File: src/tvsq_pkg.sv
package tvsq_pkg;

   // request item fields
   localparam int unsigned VERTEX_BITS    = 6;
   localparam int unsigned VALUE_BITS     = 16;
   localparam int unsigned THRESHOLD_BITS = 18;
   localparam int unsigned COUNT_BITS     = 7;
   localparam int unsigned SET_BITS       = 64;

   // req_tdata layout, lowest bit up
   localparam int unsigned FIRST_LSB     = 0;
   localparam int unsigned SECOND_LSB    = FIRST_LSB + VERTEX_BITS;
   localparam int unsigned VALUE_LSB     = SECOND_LSB + VERTEX_BITS;
   localparam int unsigned THRESHOLD_LSB = VALUE_LSB + VALUE_BITS;
   localparam int unsigned REQ_DATA_BITS = 48;

   localparam logic [COUNT_BITS-1:0] COUNT_RESET = 7'd64;

   typedef enum logic [1:0] {
      ACT_WRITE_LAUNCH = 2'd0,
      ACT_WRITE_REJOIN = 2'd1,
      ACT_ARC_QUERY    = 2'd2,
      ACT_LEG_QUERY    = 2'd3
   } action_type;

   // controller -> datapath
   typedef struct packed {
      logic write_launch;
      logic write_rejoin;
      logic load;
      logic leg_mode;
      logic issue;
      logic publish;
   } cmd_type;

   // datapath -> controller
   typedef struct packed {
      logic last_issue;
      logic count_zero;
      logic out_free;
   } status_type;

endpackage

File: src/tvsq_ctrl.sv
module tvsq_ctrl
   import tvsq_pkg::*;
(
   input  logic       clock,
   input  logic       reset,
   input  logic       req_valid,
   input  action_type req_action,
   output logic       req_ready,
   input  status_type sts,
   output cmd_type    cmd
);

   typedef enum logic [3:0] {
      S_IDLE    = 4'b0001,
      S_SCAN    = 4'b0010,
      S_FLUSH   = 4'b0100,
      S_PUBLISH = 4'b1000
   } state_type;

   state_type state_ff, state_in;

   always_ff @(posedge clock) begin
      if (reset) begin
         state_ff <= S_IDLE;
      end else begin
         state_ff <= state_in;
      end
   end

   always_comb begin
      state_in  = state_ff;
      cmd       = '0;
      req_ready = 1'b0;
      unique case (state_ff)
         S_IDLE: begin
            req_ready = 1'b1;
            if (req_valid) begin
               unique case (req_action)
                  ACT_WRITE_LAUNCH: cmd.write_launch = 1'b1;
                  ACT_WRITE_REJOIN: cmd.write_rejoin = 1'b1;
                  ACT_ARC_QUERY, ACT_LEG_QUERY: begin
                     cmd.load     = 1'b1;
                     cmd.leg_mode = (req_action == ACT_LEG_QUERY);
                     state_in     = sts.count_zero ? S_PUBLISH : S_SCAN;
                  end
                  default: state_in = S_IDLE;
               endcase
            end
         end
         S_SCAN: begin
            cmd.issue = 1'b1;
            if (sts.last_issue) begin
               state_in = S_FLUSH;
            end
         end
         S_FLUSH: begin
            state_in = S_PUBLISH;   // last compare lands in the mask here
         end
         S_PUBLISH: begin
            if (sts.out_free) begin
               cmd.publish = 1'b1;
               state_in    = S_IDLE;
            end
         end
         default: state_in = S_IDLE;
      endcase
   end

endmodule

File: config.mk
export PLATFORM = sky130hd
export DESIGN_NAME = tvsq_ctrl
export DESIGN_NICKNAME = d
export VERILOG_FILES = /design/src/tvsq_pkg.sv /design/src/tvsq_ctrl.sv
export SDC_FILE = /design/constraint.sdc
export NUM_CORES = 1
export LEC_CHECK = 0
export BUFFER_PORTS_ARGS = -buffer_cell sky130_fd_sc_hd__buf_4
export CAP_MARGIN = 20
export CELL_PAD_IN_SITES_DETAIL_PLACEMENT = 0
export CELL_PAD_IN_SITES_GLOBAL_PLACEMENT = 1
export CORE_AREA = 2 2 39 41
export DETAILED_ROUTE_END_ITERATION = 8
export DIE_AREA = 0 0 41 43
export HOLD_SLACK_MARGIN = 0.08
export PLACE_DENSITY_LB_ADDON = 0.1
export SKIP_CTS_REPAIR_TIMING = 1
export SLEW_MARGIN = 5
export SYNTH_ARGS = -nofsm -noshare
export SYNTH_HDL_FRONTEND = slang
export SYNTH_SLANG_ARGS = --single-unit
File: constraint.sdc
create_clock -name clock -period 1.3 [get_ports clock]
set_input_delay 0.195 -clock clock [delete_from_list [all_inputs] [get_ports clock]]
set_output_delay 0.195 -clock clock [all_outputs]
set_load 0.05 [all_outputs]
==> qor.yml <==
reg2reg_depth: 5
die_w_microns: 41
synth_compound_area_share_pct: 9.06
grt_pass1_vias: 374
fin_area_sq_um: 647
avgSynthCellArea_sq_um: 9.09
nets: 71
fin_ws_ns: -0.359
port-buffer-count: 14
flow.area_growth_from_synthesis_pct: 73.5
crit_family: "simple AND/OR/NAND/NOR gates"
p_per_area_nw_per_um2: 1730
final.fill_count: 134
synth_fa_ha_area_share_pct: 0
wl_per_cell_microns: 12.7
finalMaxSlewViolations: 0
io_pins: 15
ant_nets: 0
hold_depth: 4
p_leak_nw: 0.293
combPwrFrac_pct: 70.7
netlist_top_cells_area: "dfxtp_1 21%, nor3b_2 13%, buf_6 9.1%"
internal-power_mw: 0.636
cp_data_required_time_ns: 1.11
cts_htree_levels: 1
core_sq_um: 1380
clockBufferDepth: 2
die_h_microns: 43
drt_wl_total_microns: 977
maxSlewHeadroom_pct: 78.1
rsz0062_at_grt: "true"
grt_util_all_layers_pct: 12.9
violations: "setup timing"
drtIter0Drc: 0
period_share_pct: 128
synth_seq_cells: 4
finalHoldViolCount: 0
ys_warn_count: 0
grt_max_degree: 11
cp_num_buf_inv: 1
num_rows: 14
grt_pass1_wl_microns: 1500
reg_top3: "state_ff x4"
switchingPower_mw: 0.483
syn_area_sq_um: 373
cts.sinks: 4
synthSimpleGateAreaFrac_pct: 50.7
viasPerCell: 4.96
worstSetupPathType: "flip-flop to output pin"
skew_ns: 0.000983
fmax_mhz: 603
start_kind: "flip-flop"
worstMarginPinSlew_ns: 0.327
drt-pass1-iter-count: 1
worstHoldPathType: "input pin to flip-flop"
crit_path_end_kind: "output pin"
cts_tree: "done"
swShare_pct: 43.2
largest_reg_flops: 4
muxShareOfSynthArea_pct: 5.37
regMostFlops: "state_ff"
root_buffer: "clkbuf_4"
fin_crit_ns: 1.66
crit_fanout: 4
overflow: 0
holdWs_ns: 0.236
placed_area_sq_um: 526
synth_xor_area_share_pct: 2.35
reg2reg_from: "state_ff[3]"
hpwl_microns: 741
peakVddDrop_uv: 575
cts_buffers: 3
path_clk_slew_ns: 0.04
clk_latency_ns: 0.23
yosysTopAreaCell: "dfxtp_1"
power.share.sequential_pct: 16.0
place_congestion: 0.783
syn_inst: 41
critPathMaxStageDelay_ns: 0.37
synth-seq-area-share_pct: 21.5
clkPwrFrac_pct: 13.4
crit_slowest_cell: "nor4b_4"
worstHoldEndpoint: "state_ff[1]"
layout-drive-gt1-share_pct: 63.9
synth_top_area_share_pct: 21.5
status: "complete, but fails checks"
ff2ff_setup_slack_ns: -0.02
drc: 0
vias: 382
die_area_sq_um: 1760
min_from: "sts[1]"
arrival_ns: 1.46
synth_nets: 49
cp-startpoint: "state_ff[1]"
path_cells: "nor4b_4 > and3_4 > and2_4 > buf_8"
diodes: 0
synth_top_family_by_area: "simple AND/OR/NAND/NOR gates"
synth.distinct_cells: 22
final_util_pct: 46.7
drv_cap: 0
regToRegEndpoint: "state_ff[3]"
start_util_pct: 26.9
antenna_found_initial: 0
setup_viol: 9
-- power groups by stage --
stage	Clock (mW)	Sequential (mW)	Combinational, mW
6_report	0.150	0.179	0.791
5_1_grt	0.167	0.182	0.836
4_1_cts	0.159	0.174	0.615
3_5_place_dp	0	0.176	0.611
3_3_place_gp	0	0.174	0.600
2_1_floorplan	0	0.164	0.492
-- cells in the final DEF, fill, tap and decap left out, drive strengths merged --
| master | instances |
|---|---|
| buf | 21 |
| o21ai | 6 |
| nor3b | 5 |
| nor2 | 4 |
| dfxtp | 4 |
| clkbuf | 3 |
| nand2 | 3 |
| nor4b | 2 |
| or3b | 2 |
| mux2i | 2 |
| nor3 | 2 |
| and3 | 1 |
| and2 | 1 |
| and4b | 1 |
| and3b | 1 |
| nor2b | 1 |
| or4 | 1 |
| xor2 | 1 |
-- cells in the mapped netlist, drive strengths merged --
cell type / instances
o21ai: 6
nor3b: 5
buf: 4
dfxtp: 4
nor2: 4
nand2: 3
mux2i: 2
nor3: 2
nor4b: 2
or3b: 2
and2: 1
and3: 1
and3b: 1
and4b: 1
nor2b: 1
or4: 1
xor2: 1
-- per-stage QoR --
step	cells	power [mW]	setup TNS (ns)	setup WS [ns]
2_1_floorplan	41	0.656	-3.78	-0.771
3_3_place_gp	71	0.774	-0.279	-0.124
3_5_place_dp	71	0.786	-0.519	-0.180
4_1_cts	74	0.947	-2.05	-0.439
5_1_grt	77	1.18	-2.36	-0.429
6_report	77	1.12	-1.66	-0.359
-- layout make-up --
type	instances	area (sq um)	area share [%]
Clock buffer	3	22.5	3.48
Multi-Input combinational cell	33	317	48.9
Sequential cell	4	81.3	12.6
Tap cell	16	20.0	3.09
Timing Repair Buffer	21	206	31.9
-- metal layers --
layer / track usage, % / up-vias / part of all wire (%)
met5: 0 / - / 0
met4: 12.0 / 0 / 2.1
met2: 20.3 / 5 / 59
met3: 1.57 / 2 / 1.2
li1: - / 191 / -
met1: 13.8 / 184 / 37
-- cells by family after synthesis --
family	count (synthesis)
muxes	2
xor gates and xnor gates	1
AOI/OAI and AO/OA	6
buffers and inverters	4
and+or+nand+nor	24
DFF	4
-- how the worst max path moves through the flow --
stage / endpoint / slack (ns) / cells after the start
after floorplan: cmd[4] / -0.77 / 4
after global placement: cmd[2] / -0.12 / 4
after detailed placement: cmd[2] / -0.18 / 4
after CTS: cmd[2] / -0.44 / 4
after global routing: cmd[4] / -0.43 / 4
final: cmd[2] / -0.36 / 4
-- tightest hold or removal path: stages --
cell and delay [ns]:
buf_4 0.08, nor2_1 0.04, nand2_1 0.07, o21ai_2 0.05
(Power assumes the default switching activity.)
